`config.mk`:
```
export PLATFORM = sky130hd
export DESIGN_NAME = pgbs_ctrl
export DESIGN_NICKNAME = d
export VERILOG_FILES = /design/src/rtl/pgbs_pkg.sv /design/src/rtl/pgbs_ctrl.sv
export SDC_FILE = /design/constraint.sdc
export NUM_CORES = 1
export LEC_CHECK = 0
export ABC_AREA = 1
export ABC_CLOCK_PERIOD_IN_PS = 1110
export BUFFER_PORTS_ARGS = -buffer_cell sky130_fd_sc_hd__buf_2
export CORE_AREA = 2 2 39 41
export DETAILED_ROUTE_END_ITERATION = 10
export DIE_AREA = 0 0 41 43
export GPL_ROUTABILITY_DRIVEN = 0
export PLACE_DENSITY = 0.64
export SYNTH_ARGS = -nofsm -noshare
export SYNTH_HDL_FRONTEND = slang
export SYNTH_SLANG_ARGS = --single-unit
```
`constraint.sdc`:
```
create_clock -name clock -period 1.11 [get_ports clock]
set_input_delay 0.111 -clock clock [delete_from_list [all_inputs] [get_ports clock]]
set_output_delay 0.111 -clock clock [all_outputs]
set_load 0.03 [all_outputs]
```
`src/rtl/pgbs_pkg.sv`:
```
// pgbs_pkg: constants, codes and types shared by the periodic grid score unit
// used by the channel interfaces, the controller, the datapath and the top level
package pgbs_pkg;

   localparam int ANGLE_STEPS = 180;
   localparam int GRID_SIZE   = ANGLE_STEPS * ANGLE_STEPS;
   localparam int ADDR_W      = $clog2(GRID_SIZE);
   localparam int IDX_W       = $clog2(ANGLE_STEPS);
   localparam int DEG         = 256;

   localparam int MODE_W   = 2;
   localparam int VALUE_W  = 32;
   localparam int ENERGY_W = 33;
   localparam int ANGLE_W  = 18;
   localparam int SCALE_W  = 16;
   localparam int FRAC_W   = 8;

   // weight of one axis is 0..512, the full weight of a corner up to 512*512
   localparam int T_W        = 9;
   localparam int W_W        = 2 * T_W + 1;
   localparam int PROD_W     = VALUE_W + W_W;
   localparam int SCORE_SHIFT = 2 * T_W;

   localparam logic signed [ANGLE_W-1:0] HALF_TURN = ANGLE_W'(180 * DEG);
   localparam logic signed [ANGLE_W-1:0] FULL_TURN = ANGLE_W'(360 * DEG);
   localparam logic signed [IDX_W:0]     LOW_EDGE  = (IDX_W+1)'(-180);
   localparam logic signed [IDX_W+1:0]   IDX_BIAS  = (IDX_W+2)'(179);
   localparam logic [IDX_W-1:0]          LAST_IDX  = IDX_W'(ANGLE_STEPS - 1);
   localparam logic [T_W:0]              TWO_DEG   = (T_W+1)'(2 * DEG);
   localparam logic [ADDR_W-1:0]         GRID_FULL = ADDR_W'(GRID_SIZE);
   localparam logic signed [VALUE_W-1:0] VALUE_MAX = {1'b0, {(VALUE_W-1){1'b1}}};
   localparam logic signed [PROD_W-1:0]  ROUND_INIT = PROD_W'(2**(SCORE_SHIFT-1));
   localparam logic [SCALE_W-1:0]        SCALE_RESET = SCALE_W'(256);

   localparam logic [MODE_W-1:0] MODE_LOAD  = 2'd0;
   localparam logic [MODE_W-1:0] MODE_QUERY = 2'd1;
   localparam logic [MODE_W-1:0] MODE_CLEAR = 2'd2;

   localparam logic [2:0] LAST_STEP = 3'd5;

   typedef enum logic [1:0] {
      ST_IDLE,
      ST_SETUP,
      ST_RUN,
      ST_FINISH
   } state_type;

   typedef struct packed {
      logic       load;
      logic       clear;
      logic       capture;
      logic       setup;
      logic       rd;
      logic       mul;
      logic       acc;
      logic [1:0] corner;
      logic       finish;
   } cmd_type;

   typedef struct packed {
      logic table_full;
   } status_type;

endpackage

```
`src/rtl/pgbs_ctrl.sv`:
```
// pgbs_ctrl: state machine that sequences loads, clears and the four-corner query
// depends on pgbs_pkg; drives the datapath through pgbs_pkg::cmd_type
module pgbs_ctrl (
   input  logic                        clock,
   input  logic                        reset,
   input  logic                        req_valid,
   input  logic [pgbs_pkg::MODE_W-1:0] req_mode,
   output logic                        req_ready,
   output logic                        rsp_valid,
   input  logic                        rsp_ready,
   input  pgbs_pkg::status_type        status,
   output pgbs_pkg::cmd_type           cmd
);

   localparam logic [2:0] LAST_STEP_L = pgbs_pkg::LAST_STEP;

   pgbs_pkg::state_type state_ff, state_in;
   logic [2:0]          step_ff, step_in;
   logic                rsp_valid_ff, rsp_valid_in;
   logic                accept;

   always_ff @(posedge clock) begin
      if (reset) begin
         state_ff     <= pgbs_pkg::ST_IDLE;
         step_ff      <= '0;
         rsp_valid_ff <= 1'b0;
      end else begin
         state_ff     <= state_in;
         step_ff      <= step_in;
         rsp_valid_ff <= rsp_valid_in;
      end
   end

   always_comb begin
      state_in     = state_ff;
      step_in      = step_ff;
      rsp_valid_in = rsp_valid_ff && !rsp_ready;
      cmd          = '0;
      req_ready    = 1'b0;
      accept       = 1'b0;
      case (state_ff)
         pgbs_pkg::ST_IDLE: begin
            req_ready   = 1'b1;
            accept      = req_valid;
            cmd.load    = accept && (req_mode == pgbs_pkg::MODE_LOAD);
            cmd.clear   = accept && (req_mode == pgbs_pkg::MODE_CLEAR);
            cmd.capture = accept && (req_mode == pgbs_pkg::MODE_QUERY);
            if (cmd.capture) begin
               // an item on an incomplete table skips straight to the result
               state_in = status.table_full ? pgbs_pkg::ST_SETUP : pgbs_pkg::ST_FINISH;
            end
         end
         pgbs_pkg::ST_SETUP: begin
            cmd.setup = 1'b1;
            step_in   = '0;
            state_in  = pgbs_pkg::ST_RUN;
         end
         pgbs_pkg::ST_RUN: begin
            // read, multiply and accumulate overlap as a pipeline through rd_ff and w_ff, then prod_ff, then acc_ff
            cmd.rd     = !step_ff[2];
            cmd.mul    = (step_ff != 3'd0) && (step_ff != LAST_STEP_L);
            cmd.acc    = (step_ff >= 3'd2);
            cmd.corner = step_ff[1:0];
            step_in    = step_ff + 3'd1;
            if (step_ff == LAST_STEP_L) begin
               state_in = pgbs_pkg::ST_FINISH;
            end
         end
         pgbs_pkg::ST_FINISH: begin
            if (!rsp_valid_ff || rsp_ready) begin
               cmd.finish   = 1'b1;
               rsp_valid_in = 1'b1;
               state_in     = pgbs_pkg::ST_IDLE;
            end
         end
         default: begin
            state_in = pgbs_pkg::ST_IDLE;
         end
      endcase
   end

   assign rsp_valid = rsp_valid_ff;

endmodule

```
==> run summary, run 1 <==
The flow ran to the end, but the final reports show violations. The final reports fail on negative setup slack. The floorplan die width came out at 41 um.

The total length of routed met3 wires is 63 um. The reported leakage power is 0.457 nW. The worst hold path terminates at rsp_valid. Across all hold checks on the routed design, the worst slack comes to 0.0424 ns. The worst slack at placement came out at -0.0840 ns. The layout cell share with drive strength beyond 1 came out at 63.3%.

Yosys printed 0 warnings. The path category of the worst min-delay check is in2reg. For this run, the detailed router's first-pass iteration total came to 3. The number of antenna violations at the first check in global routing came out at 0.

The post-synthesis mux area share came out at 0%. TritonCTS built the clock tree. Compared with the post-synthesis result, the final layout area differs by 91.2%.

The deepest level of the CTS H-tree came out at 1. The die is 43 um tall. The CTS buffer count is 3.

The minimum clock period after layout is 1.31 ns. The share of synthesized flip-flops with an asynchronous set or reset came out at 0%. The final hold violation count is 0. The cell count after synthesis came out at 76.

The routed metal-1 wire length came out at 587 um. Of all nets on the critical path, the largest fanout is 4. IR analysis of the VDD net gives a maximum drop of 1.43 mV. The total die area is 1760 um2. Summed over all layers, the global routing overflow is 0. The average cell area after synthesis is 6.73 um2. The final worst slack came out at -0.202 ns. Setup violations remaining at the end of the flow were counted as 13. The measured slew at the worst slew-check pin came out at 0.195 ns. For this block, the routed nets add up to 1470 um of wire. The number of cells on the worst hold path came out at 2. The final net count is 126. The insertion delay to the later sink of the worst-skew pair came out at 0.25 ns. The number of sinks on the clock net is 6.

The number of flops mapped to enable cells by yosys is 0. The leading register cell type out of synthesis is sky130_fd_sc_hd__dfxtp_1. The number of antenna repair diodes came out at 0. The first-pass GRT wire length is 2420 um. After legalization and detailed placement, the total HPWL measured 936 um. Once detail routing completed, the nets flagged for antenna violations numbered 0. The worst slew slack as a fraction of its limit is 86.9%.

For the worst setup path, the data arrival time is 1.20 ns. The kind of cell with the highest combined delay along the critical path is flip-flops. During I/O placement, the number of pins put on the boundary was 19.

In this run the cell area of the synthesized design comes to 512 um2. In this run the critical register-to-register path is launched from state_ff[1]. On the critical path, the stage with the largest delay is an instance of sky130_fd_sc_hd__dfxtp_4. The topmost layer with routed signal wires is met4. The total routing usage reported by global routing is 20.9%. After detailed routing, the met2 layer carries 791 um of wire. The maximum number of pins on one net before global-route repair came out at 8.

The count of final max-slew check failures came out at 0. The worst path uses 118% of the clock period. The achievable clock frequency is 762 MHz.

The number of global-route vias before repair is 577. The tree is rooted in a sky130_fd_sc_hd__clkbuf_4. Setup repair after global routing could not meet its margin everywhere.

The category of the worst setup path launch point is a register. The critical path goes through inv_4 -> ha_4 -> inv_6 -> nor4_4 -> buf_4. The net count after synthesis came out at 91. The category of the most critical setup path is reg2out.

The routed via count divided by cell count came out at 4.57. After clock tree synthesis, the clock-pin slew on the worst setup and hold paths is 0.05 ns. The worst-case clock buffer depth came out at 2. In this run the most critical hold path is launched from reset.

The count of port buffers added during placement came out at 18. The basic-gate share of the synthesized area counting and, or, nand and nor cells is 35.0%. For flop-to-flop paths, the worst setup slack is -0.18 ns.

The number of remaining DRC errors came out at 0. The required time at the worst-slack endpoint came out at 1.00 ns. The largest family of logic cells by synthesized area is simple AND/OR/NAND/NOR gates. The post-synthesis share of cell area spent on full adders, half adders and majority gates is 19.6%.

The initial cell density of the core is 37.0%. The length in cells of the worst reg-to-reg path came out at 11. The detailed router placed 571 vias in this run. The number of flip-flops and latches in the synthesized netlist came out at 6. The number of hold-repair buffers added at the cts stage is 0. The areal power density over the cells came out at 2020 nW/um2. Across the run, the number of max-cap violations was 0. The worst clock skew on the final layout is 0.00479 ns.

The floorplan row count came out at 14. In this run, the number of DRC markers left after iteration 0 of detailed routing was 8. The register area share after synthesis is 23.5%. The post-synthesis cell type count came out at 17. The destination of the worst register-to-register timing path is state_ff[1]. The area inside the core boundary came out at 1380 um2. The endpoint class of the critical path is an output pin. The compound-gate portion of the synthesized area came out at 6.85%.

The total buffers and inverters traversed by the critical path came out at 3. The area share of xor/xnor cells in the synthesized design is 1.71%. The final routed wire length divided by cell count is 11.8 um. The largest single stage delay on the critical path is 0.36 ns.
## cells by family after synthesis
logic type	after synthesis
AO/OA/AOI/OAI	7
XOR/XNOR	1
adder cells (fa/ha/maj)	8
buffers and inverters	18
flip-flops	6
AND/OR/NAND/NOR	36
## cell usage after synthesis, types with 2 or more instances
master,n,share of area (%)
sky130_fd_sc_hd__nand3_1,3,2.9
sky130_fd_sc_hd__nand2_1,14,10
sky130_fd_sc_hd__inv_1,16,12
sky130_fd_sc_hd__a21oi_1,6,5.9
sky130_fd_sc_hd__dfxtp_1,6,23
sky130_fd_sc_hd__nand2_2,2,2.4
sky130_fd_sc_hd__nor4_1,2,2.4
sky130_fd_sc_hd__nor2_1,11,8.1
sky130_fd_sc_hd__ha_1,8,20
## registers in the layout (all words and copies together), names as in the netlist
name	count
state_ff	2
rsp_valid	1
step_ff	3
## cell type report
| class | count | area, um2 |
|---|---|---|
| tap | 16 | 20.0 |
| inverter | 17 | 76.3 |
| sequential | 6 | 131 |
| multi-input combinational | 52 | 479 |
| fill | 96 | 405 |
| timing repair buffer | 31 | 249 |
| clock buffer | 3 | 22.5 |
## where the power goes
group,internal [W],switching [W]
clock,0.000122,0.0000794
sequential,0.000281,0.0000745
combinational,0.000671,0.000753
## what timing repair did
| action | CTS | global route |
|---|---|---|
| cloned | 0 | 0 |
| buffers inserted | 5 | 0 |
| resized for setup | 48 | 3 |
| pin swaps | 7 | 4 |
| endpoints found under the setup margin | 15 | 14 |
## layout by cell type (no fill, tap or decap), types with 4 or more instances in the layout
master                    instances
sky130_fd_sc_hd__ha_4             5
sky130_fd_sc_hd__buf_2            7
sky130_fd_sc_hd__buf_6            9
sky130_fd_sc_hd__inv_1            9
sky130_fd_sc_hd__inv_2            4
sky130_fd_sc_hd__nand2_1         12
sky130_fd_sc_hd__buf_4           15
sky130_fd_sc_hd__nor2_1           8
## per-stage QoR
step           instance area (um2)  utilization (%)  TNS, ns  power (W)  cells
3_5_place_dp                   774             56.0   -0.426    0.00141    119
5_1_grt                        978             70.7    -2.79    0.00211    125
6_report                       978             70.7    -2.01    0.00198    125
2_1_floorplan                  601                -   -0.379    0.00112     76
3_3_place_gp                   774             56.0   -0.225    0.00140    119
4_1_cts                        980             70.8    -2.07    0.00196    126
## worst max-delay path by stage
stage	start	to	slack [ns]	cells after the start
after CTS	state_ff[1]	cmd[9]	-0.21	5
final	state_ff[1]	cmd[9]	-0.20	5
after global routing	state_ff[0]	cmd[9]	-0.27	5
after detailed placement	state_ff[1]	cmd[8]	-0.08	5
after global placement	state_ff[1]	cmd[8]	-0.07	5
after floorplan	state_ff[1]	cmd[8]	-0.16	4
## metal layers
metal / vias up / GRT usage, %
met5: - / 0
met4: 0 / 8.67
met3: 5 / 9.42
met2: 13 / 32.2
met1: 256 / 23.9
li1: 297 / -
(Power assumes the default switching activity.)
==> run 2, diff against run 1 <==
- ABC_AREA: 1 -> not set
- PLACE_DENSITY: 0.64 -> 0.59
- SLEW_MARGIN: not set -> 5
==> run summary, run 2 <==
The number of cells on the worst hold path is 2. The number of warnings printed during yosys synthesis is 0. For this design, the slowest cell found on the critical path is sky130_fd_sc_hd__dfxtp_4.

The met1 routing resource usage after global routing is 18.4%. The total die area came out at 1760 um2. Summing the sequential cell areas from Yosys gives 26.8% of the chip area. The total routing usage reported by global routing came out at 15.0%. The number of flops mapped to enable cells by yosys is 0.

The first element of the critical path is state_ff[0]. The flow ran to the end, but the final reports show violations. Dividing the detail-routed via count by the number of cells gives 4.71. The layout cell share with drive strength beyond 1 is 69.6%.

The number of top-level pins came out at 19. The beginning of the worst register-to-register path is state_ff[0]. The setup violation total in the final timing report came out at 15.

At the placement stage, the worst setup path has a slack of -0.163 ns. The average cell area after synthesis is 8.61 um2. The final hold violation count is 0. The initialized floorplan defines 14 standard-cell rows. The initial cell density of the core came out at 32.4%. The cell area after synthesis came out at 448 um2. In this run the most critical hold path is launched from reset.

The reported leakage power came out at 0.418 nW. The instance area after placement came out at 739 um2. The required time at the worst-slack endpoint is 1.00 ns. The number of cells in the finished layout apart from fillers came out at 108.

By count the netlist is led by sky130_fd_sc_hd__ha_1 (8), sky130_fd_sc_hd__dfxtp_1 (6), sky130_fd_sc_hd__inv_1 (6). The most numerous cell in the Yosys netlist is sky130_fd_sc_hd__ha_1. TritonCTS built the clock tree. In this run the deepest clock path goes through 2 buffers. The clock transition time at the flip-flop clock pins of the worst setup and hold paths is 0.05 ns.

The library cell used most frequently in the layout, excluding fill and tap cells, is sky130_fd_sc_hd__buf_4. Dividing total power by cell area gives a power density of 1460 nW/um2. In the layout the commonest cells are sky130_fd_sc_hd__buf_4 (17), sky130_fd_sc_hd__buf_6 (12), sky130_fd_sc_hd__buf_2 (7). The destination of the worst register-to-register timing path is state_ff[0].

The measured slew at the worst slew-check pin is 0.244 ns. The number of flip-flops and latches in the synthesized netlist came out at 6. After global routing the overflow that remains totals 0.

The met3 usage in global routing came out at 3.14%. The area growth from synthesis to final layout is 109%. The detailed placer's ending HPWL came out at 860 um. Dividing the detail-routed wire length by the instance count gives 11.1 um.

The CTS buffer count is 3. The worst slew slack as a fraction of its limit came out at 83.6%. The first-pass GRT wire length is 1790 um.

The worst setup path is of the reg2out kind. The utilization after layout came out at 67.5%. The aggregate routed wire length came out at 1200 um. The floorplan step set the die height to 43 um.

The maximum number of pins on one net before global-route repair is 9. Setup slack on the critical path of the routed design comes to -0.288 ns. The number of antenna repair diodes is 0. Counting every instance in the synthesized netlist gives 52. The worst register-to-register path has a setup slack of -0.27 ns.

The insertion delay to the later sink of the worst-skew pair came out at 0.25 ns. The count of final max-slew check failures came out at 0. The largest stage delay on the critical path is 0.35 ns. The worst path arrival time came out at 1.29 ns.

The worst voltage drop across the vdd grid came out at 1.06 mV. After routing, the total negative slack on setup checks comes to -2.98 ns. Timing would allow up to 715 MHz. In this run the biggest area consumer among cell types represents 26.8% of the synthesized area.

The worst clock skew on the final layout came out at 0.0113 ns. The layout filler cell count came out at 115. The number of remaining DRC errors came out at 0. The met2 capacity usage during global routing came out at 23.1%. During placement, the flow inserted port buffers numbering 18.

Across all layers, the routed design uses 509 vias. The register with the most flip-flops in the final layout is step_ff. The number of nets with antenna violations after detailed routing came out at 0. The number of antenna violations at the first check in global routing is 0.

In this run the worst hold path is classified as in2reg. The net count after synthesis is 67. The highest net fanout along the worst path came out at 3. After floorplanning, the core was sized to cover 1380 um2.

Counting stages on the worst path, the most repeated cell is sky130_fd_sc_hd__a21boi_4. The post-route clock period utilization came out at 126%. The final reports fail on negative setup slack.

After synthesis, the cell types taking the most area are sky130_fd_sc_hd__dfxtp_1 (27%), sky130_fd_sc_hd__ha_1 (22%), sky130_fd_sc_hd__nor2b_1 (5.6%). The number of detailed-route iterations in the first pass came out at 1. The final net count came out at 108.

The deepest level of the CTS H-tree came out at 1. The category of the worst setup path launch point is a register. In the synthesized netlist the dominant register cell turns out to be sky130_fd_sc_hd__dfxtp_1. Of all cell types, the one taking the most synthesized area is sky130_fd_sc_hd__dfxtp_1.

The number of violations reported at the end of detailed-routing iteration 0 is 0. The worst setup path is captured at an output pin. The post-synthesis cell type count is 22. The number of max-cap violations came out at 0. The highest-utilization routing layer at the global route stage is met2. Grouping stages by cell kind, the critical path spends the most delay in compound AO/OA/AOI/OAI gates. CTS saw 6 sinks. Setup repair after global routing could not meet its margin everywhere.

The cell count after placement came out at 98. The share of synthesized flip-flops with an asynchronous set or reset is 0%. The floorplan die width came out at 41 um. The summed area of non-filler cells in the final layout came out at 935 um2. The number of buffers and inverters on the critical path is 2.

Walking the worst path, the cells encountered are inv_4 -> ha_4 -> a21boi_4 -> a21boi_4 -> buf_6. The number of cells on the worst reg-to-reg path is 6. The number of hold-repair buffers added at the cts stage came out at 0. The number of global-route vias before repair is 441. The master cell of the clock root buffer is sky130_fd_sc_hd__clkbuf_4. The number of flip-flops in the largest register is 3. The path with the worst hold slack has its endpoint at state_ff[0]. The minimum clock period after layout came out at 1.40 ns.
run 2: worst max-delay path by stage:
stage / cells past startpoint / end / slack (ns)
floorplan: 5 / state_ff[0] / -0.13
global placement: 5 / state_ff[0] / -0.14
detailed placement: 5 / state_ff[0] / -0.16
CTS: 5 / cmd[4] / -0.30
global route: 5 / cmd[4] / -0.34
finish: 5 / cmd[4] / -0.29
run 2: metrics by stage:
step           total power (W)  hold slack, ns
6_report               0.00136           0.109
5_1_grt                0.00145           0.106
4_1_cts                0.00132          0.0983
3_5_place_dp          0.000962           0.368
3_3_place_gp          0.000966           0.365
2_1_floorplan         0.000771           0.168
run 2: logic make-up (layout without fill, tap and decap cells):
family	after synthesis	in the layout	synth area share [%]
buffers and inverters	6	46	5.03
AO/OA/AOI/OAI	11	11	18.4
multiplexers	1	1	2.23
flip-flops	6	6	26.8
AND/OR/NAND/NOR	20	20	25.1
adder cells (fa/ha/maj)	8	8	22.3
run 2: power by group:
group          total (W)  switching (W)  internal (W)
clock network   0.000219      0.0000827      0.000136
registers       0.000296      0.0000393      0.000257
logic           0.000848       0.000412      0.000436
total            0.00136       0.000534      0.000829
run 2: final cells by class:
class / instances / area [um2] / area share, %
clock buffer: 4 / 26.3 / 2.81
sequential: 6 / 130 / 13.9
timing repair buffer: 36 / 298 / 31.9
tap: 16 / 20.0 / 2.14
inverter: 6 / 27.5 / 2.95
multi-input combinational: 40 / 433 / 46.3
run 2: repair_timing:
item,in CTS,in global routing
setup endpoints to repair,15,16
pin swaps,4,1
resized for setup,32,7
buffers inserted,4,2
run 2: metal layers:
metal	vias to the layer above	wire length, um
met4	0	0
met1	233	587
li1	263	-
met2	13	576
met5	-	0
met3	0	40
run 2: worst reg2reg max path, cell delays in order, from the launching register on:
cell                       delay [ns]
sky130_fd_sc_hd__dfxtp_4         0.36
sky130_fd_sc_hd__inv_4           0.05
sky130_fd_sc_hd__ha_4            0.15
sky130_fd_sc_hd__a21boi_4        0.13
sky130_fd_sc_hd__buf_4           0.13
sky130_fd_sc_hd__a221o_1         0.30
sky130_fd_sc_hd__a211oi_2        0.18
